==> src/hdl/srcr_pkg.sv <==
// shared types and constants for the stereo ring cubic resampler
`default_nettype none

package srcr_pkg;

   localparam int SAMPLE_BITS    = 24;
   localparam int PHASE_BITS     = 24;
   localparam int STEP_BITS      = PHASE_BITS + 2;
   localparam int RING_DEPTH_DEF = 4096;

   // horner accumulator: |v| stays below 22 * 2^(SAMPLE_BITS-1)
   localparam int ACC_BITS  = SAMPLE_BITS + 5;
   localparam int MAG_BITS  = ACC_BITS - 1;
   localparam int PROD_BITS = MAG_BITS + PHASE_BITS;

   localparam logic OP_PUSH = 1'b0;
   localparam logic OP_PULL = 1'b1;

   localparam logic [STEP_BITS-1:0] STEP_RESET = {2'b01, {PHASE_BITS{1'b0}}};

   typedef struct packed {
      logic                          op;
      logic signed [SAMPLE_BITS-1:0] left_sample;
      logic signed [SAMPLE_BITS-1:0] right_sample;
   } req_type;

   typedef struct packed {
      logic                          valid_res;
      logic signed [SAMPLE_BITS-1:0] out_left;
      logic signed [SAMPLE_BITS-1:0] out_right;
   } rsp_type;

   typedef enum logic [1:0] {
      ADD_NONE = 2'd0,
      ADD_B    = 2'd1,
      ADD_C    = 2'd2
   } add_sel_type;

   typedef struct packed {
      logic        push;
      logic        pull_start;
      logic        rd_issue;
      logic [1:0]  rd_tap;
      logic        coef_load;
      logic        mul_go;
      logic        add_go;
      add_sel_type add_sel;
      logic        finish;
   } cmd_type;

   typedef struct packed {
      logic fill_ge4;
      logic out_free;
   } stat_type;

endpackage

`default_nettype wire

==> src/hdl/srcr_ctrl.sv <==
// sequencer for push, tap fetch, horner steps and result hand-off
`default_nettype none

module srcr_ctrl
   import srcr_pkg::*;
(
   input  wire logic     clock,
   input  wire logic     reset,
   input  wire logic     req_valid,
   input  wire logic     req_op,
   output logic          req_ready,
   input  wire stat_type stat,
   output cmd_type       cmd
);

   typedef enum logic [6:0] {
      ST_IDLE = 7'b0000001,
      ST_READ = 7'b0000010,
      ST_LAST = 7'b0000100,
      ST_COEF = 7'b0001000,
      ST_MUL  = 7'b0010000,
      ST_ADD  = 7'b0100000,
      ST_DONE = 7'b1000000
   } state_type;

   localparam logic [1:0] TAP_LAST    = 2'd3;
   localparam logic [1:0] HORNER_LAST = 2'd2;

   state_type  state_ff, state_in;
   logic [1:0] tap_ff, tap_in;
   logic [1:0] hstep_ff, hstep_in;

   always_comb begin
      state_in  = state_ff;
      tap_in    = tap_ff;
      hstep_in  = hstep_ff;
      cmd       = '0;
      req_ready = 1'b0;
      case (state_ff)
         ST_IDLE: begin
            req_ready = 1'b1;
            if (req_valid) begin
               if (req_op == OP_PUSH) begin
                  cmd.push = 1'b1;
               end else begin
                  cmd.pull_start = 1'b1;
                  tap_in         = 2'd0;
                  // short ring: answer with an empty result
                  state_in = stat.fill_ge4 ? ST_READ : ST_DONE;
               end
            end
         end
         ST_READ: begin
            cmd.rd_issue = 1'b1;
            cmd.rd_tap   = tap_ff;
            tap_in       = tap_ff + 2'd1;
            if (tap_ff == TAP_LAST) begin
               state_in = ST_LAST;
            end
         end
         ST_LAST: begin
            state_in = ST_COEF;
         end
         ST_COEF: begin
            cmd.coef_load = 1'b1;
            hstep_in      = 2'd0;
            state_in      = ST_MUL;
         end
         ST_MUL: begin
            cmd.mul_go = 1'b1;
            state_in   = ST_ADD;
         end
         ST_ADD: begin
            cmd.add_go = 1'b1;
            case (hstep_ff)
               2'd0:    cmd.add_sel = ADD_B;
               2'd1:    cmd.add_sel = ADD_C;
               default: cmd.add_sel = ADD_NONE;
            endcase
            hstep_in = hstep_ff + 2'd1;
            state_in = (hstep_ff == HORNER_LAST) ? ST_DONE : ST_MUL;
         end
         ST_DONE: begin
            if (stat.out_free) begin
               cmd.finish = 1'b1;
               state_in   = ST_IDLE;
            end
         end
         default: begin
            state_in = ST_IDLE;
         end
      endcase
   end

   always_ff @(posedge clock) begin
      if (reset) begin
         state_ff <= ST_IDLE;
         tap_ff   <= 2'd0;
         hstep_ff <= 2'd0;
      end else begin
         state_ff <= state_in;
         tap_ff   <= tap_in;
         hstep_ff <= hstep_in;
      end
   end

endmodule

`default_nettype wire

==> config.mk <==
export PLATFORM = sky130hd
export DESIGN_NAME = srcr_ctrl
export DESIGN_NICKNAME = d
export VERILOG_FILES = /design/src/hdl/srcr_pkg.sv /design/src/hdl/srcr_ctrl.sv
export SDC_FILE = /design/constraint.sdc
export NUM_CORES = 1
export LEC_CHECK = 0
export BUFFER_PORTS_ARGS = -buffer_cell sky130_fd_sc_hd__buf_2
export CAP_MARGIN = 20
export CORE_MARGIN = 2
export CORE_UTILIZATION = 49
export CTS_BUF_LIST = sky130_fd_sc_hd__clkbuf_4
export DETAILED_ROUTE_END_ITERATION = 8
export GPL_TIMING_DRIVEN = 0
export PLACE_DENSITY = 0.75
export SETUP_SLACK_MARGIN = 0.1
export SYNTH_ARGS = -nofsm -noshare
export SYNTH_HDL_FRONTEND = slang
export SYNTH_SLANG_ARGS = --single-unit
==> constraint.sdc <==
create_clock -name clock -period 1.4 [get_ports clock]
set_input_delay 0.28 -clock clock [delete_from_list [all_inputs] [get_ports clock]]
set_output_delay 0.28 -clock clock [all_outputs]
set_load 0.02 [all_outputs]
## Word-level counts from Yosys, hierarchy flattened

Cells that the tools add are included.

| storage, ports and cells | value |
|---|---|
| flip-flop bits (word level) | 11 |
| output and inout port bits | 12 |
| logic and storage cells | 47 |

| cells by class | value |
|---|---|
| add/sub/neg operators | 2 |
| eq/ne operators | 14 |
| muxes and demuxes | 23 |
| reductions and logical operators | 5 |

Operator list:

| operator | count |
|---|---|
| $pmux 7 s7 | 1 |
| $mux 7 | 6 |
| $pmux 2 s2 | 3 |
| $mux 2 | 4 |
| $ne 2x2->1 const B | 4 |
| $eq 7x1->1 const B | 1 |
| $eq 7x2->1 const B | 1 |
| $eq 7x3->1 const B | 1 |
| $eq 7x4->1 const B | 1 |
| $eq 7x5->1 const B | 1 |
| $eq 7x6->1 const B | 1 |
| $eq 7x7->1 const B | 1 |
| $mux 1 | 7 |
| $mux 3 | 2 |
| $add 2x1->2 const B | 2 |
| $eq 2x2->1 const B | 2 |
| $reduce_and 4->1 | 1 |
| $reduce_bool 2->1 | 2 |
| $reduce_and 3->1 | 1 |
| $eq 2x1->1 const B | 1 |
| $logic_not 2->1 | 1 |

## Depth between registers and ports, before layout

| depth | value |
|---|---|
| depth in word-level cells | 4 |
| gate-level depth with buffers | 6 |
| depth with buffers taken out | 5 |

## Least setup slack after synthesis

OpenSTA, ideal clock, no wires.

| path | value |
|---|---|
| path type | reg2out |
| start | reg state_ff[1] |
| end | out cmd[10] (netlist name) |
| data arrival time | 1.692 ns |
| required time | 1.120 ns |
| path slack | -0.572 ns |
| cell stages (with the launch flop) | 4 |
| path buffers | 1 |
| cell sequence | dfxtp_1 > buf_6 > or4b_4 > nor4b_1 |

RTL lines:

| element | line | source |
|---|---|---|
| start, declared | srcr_ctrl.sv:29 | `state_type state_ff, state_in;` |
| start signal, assigned | srcr_ctrl.sv:101 | `state_ff <= state_in;` |
| end, declared | srcr_ctrl.sv:13 | `output cmd_type cmd` |

==> qor.txt <==
Final Cell Area = 1320 sq um
critical path capture point type = primary output
Hold-fix buffers, CTS = 0
Mapped Area = 768 sq um
clk_skew = 0.00906 ns
Yosys cell types = 38
Initial Utilization = 51.6%
static leakage = 0.561 nW
Comb power frac = 34.6%
Clock Tree Root = clkbuf_4
clk buf depth = 2
total power = 0.923 mW
yosys warns = 0
Synth Register Bits = 11
vias per cell = 6.28
Int Pwr = 0.601 mW
clock sink total = 11
CP required = 1.12 ns
Final period util = 141%
Crit Path Class = reg -> out
max-cap violations = 0
clock transition at the registers of the reported paths = 0.08 ns
Synth Net Count = 107
sequential share of power = 36.4%
layout cell share with drive strength beyond 1 = 60.7%
Core Area = 1490 sq um
GPL Wtd Cong = 0.771
FILL cells = 74
Cells after Synth = 97
DPL Wire Length = 1260 um
worst hold path type = in -> reg
fmax = 506 MHz
largest net degree at the start of global routing = 11
vias in the first global route = 873
critical path's slowest cell = or4b_4
CTS tree = built
count leader, synth = nor2_1
Post-synth EDFFs = 0
Final ANT Viol Nets = 0
Die W = 43.6 um
clock latency on the worst-skew pair = 0.29 ns
worst path cell trace = or4b_4 -> nor4b_4 -> buf_4
Net Sw Frac = 34.8%
pins over their slew limit = 0
input/output buffers = 17
Post-Route WL = 3030 um
final setup margin = -0.575 ns
TNS Setup = -6.82 ns
antenna fix cells = 0
Initial DRC Count = 56
RSZ-0062 raised after global routing = yes
top cell type's share of synthesized area = 28.7%
hold_ws = 0.207 ns
Clk pwr share = 28.9%
Worst Tran Pin Value = 0.366 ns
max incr delay on CP = 0.57 ns
PD cells = 701 nW/um^2
Setup violations, final = 21
register area share after synthesis = 28.7%
FP Rows = 14
WP data arrival = 1.69 ns
Final Hold Viols = 0
R2R Setup Slk = -0.37 ns
Wirelength per Cell = 20.0 um
top cells by area, synth = dfxtp_1 29%, ha_1 6.5%, nor2_1 5.9%
status = finished, violations left
Layout area overhead = 71.3%
Overflow after GRT = 0
failing checks = negative setup slack
CP max FO = 8
crit start category = flop
die area = 1900 sq um
Chip Height = 43.6 um
first-pass GRT wire length = 3910 um
Vias = 948
Synth area leader = dfxtp_1
crit path time final = 1.97 ns
ys async rst share = 0%
Total GRT Usage = 28.9%
initial antenna violation count = 0
DRC Markers = 0
slew margin rel. = 75.5%
drt pass-1 iters = 4
Syn Area/Cell = 7.92 sq um
Switching Power = 0.321 mW
ys flop type = dfxtp_1
final net count = 146
# H-tree levels = 1
DP Area = 921 sq um
synth cell count leaders = 12 x nor2_1, 11 x dfxtp_1, 7 x nand2_1
Num CTS Buffers = 3
Ports = 18
Max IR drop VDD = 0.597 mV
[placed cells by master (no fill, tap or decap), types with 2 or more instances in the layout]
master / netlist / final
a211oi_2: 0 / 2
a21oi_1: 4 / 2
a21oi_2: 0 / 2
and2_4: 0 / 4
buf_2: 4 / 6
buf_4: 0 / 14
buf_6: 1 / 19
clkbuf_4: 0 / 4
dfxtp_1: 11 / 6
dfxtp_2: 0 / 3
dfxtp_4: 0 / 2
ha_1: 4 / 4
inv_1: 5 / 5
nand2_1: 7 / 6
nand3_2: 0 / 3
nand4_1: 2 / 2
nor2_1: 12 / 6
nor2_2: 1 / 3
nor2_4: 0 / 4
nor2b_1: 2 / 2
nor3_4: 2 / 2
nor3b_1: 2 / 2
nor4b_4: 0 / 2
o21ai_0: 5 / 3
[flip-flops by register name, indices dropped and copies added (netlist names)]
register  cells
state_ff      7
hstep_ff      2
tap_ff        2
[layout make-up]
class	instances	area, sq um	share of cell area, %
plain buffers	6	57.6	4.37
repair buffers	34	307	23.3
clock buffers	4	30.0	2.28
multi-input cells	74	646	49.0
inverters	6	25.0	1.90
flip-flops and latches	11	231	17.6
well taps	16	20.0	1.52
[stage by stage]
stage	instances	utilization, %	setup slack (ns)
floorplan	97	-	-0.183
global placement	130	61.8	-0.244
detailed placement	130	61.8	-0.262
CTS	148	81.4	-0.520
global route	151	88.4	-0.607
finish	151	88.4	-0.575
[kinds of logic (layout without fill, tap and decap cells)]
group,Yosys count,count (layout),synth area share [%]
simple gates,50,50,39.1
compound gates,19,19,16.9
buf+inv,12,50,7.65
flops,11,11,28.7
fa+ha+maj,4,4,6.51
xor+xnor,1,1,1.14
[critical path, delay by kind of cell (launching register included)]
kind / cells / cell delay [ns]
and+or+nand+nor: 2 / 0.81
DFF: 1 / 0.40
buffers and inverters: 1 / 0.19
[power by group through the flow]
stage	Combinational [mW]	Sequential, mW	Clock (mW)
detailed placement	0.179	0.340	0
finish	0.319	0.336	0.267
global placement	0.176	0.340	0
CTS	0.243	0.336	0.255
floorplan	0.137	0.336	0
global route	0.330	0.337	0.280
[repair_timing]
action,CTS,global route
gates resized for setup,47,26
setup buffers,14,5
pin swaps,15,11
endpoints found under the setup margin,22,23
[layer usage]
layer	part of all wire [%]	wire length, um	vias to the layer above	global-route usage (%)
met5	0	0	-	0
met4	7.1	216	0	18.2
met3	5.9	179	24	4.17
met2	49	1470	54	48.8
met1	38	1160	446	33.9
li1	-	-	424	-
[path summary, 6_finish.rpt]
check | start | endpoint | cells past startpoint
worst max-delay path | state_ff[6]$_SDFFE_PP0P_ | cmd[10] | 3
worst min-delay path | reset | state_ff[6]$_SDFFE_PP0P_ | 2
worst min register to register | hstep_ff[1]$_SDFFE_PP0P_ | hstep_ff[1]$_SDFFE_PP0P_ | 2
worst max register to register | state_ff[1]$_SDFFE_PP0P_ | state_ff[6]$_SDFFE_PP0P_ | 9
(Power assumes the default switching activity.)
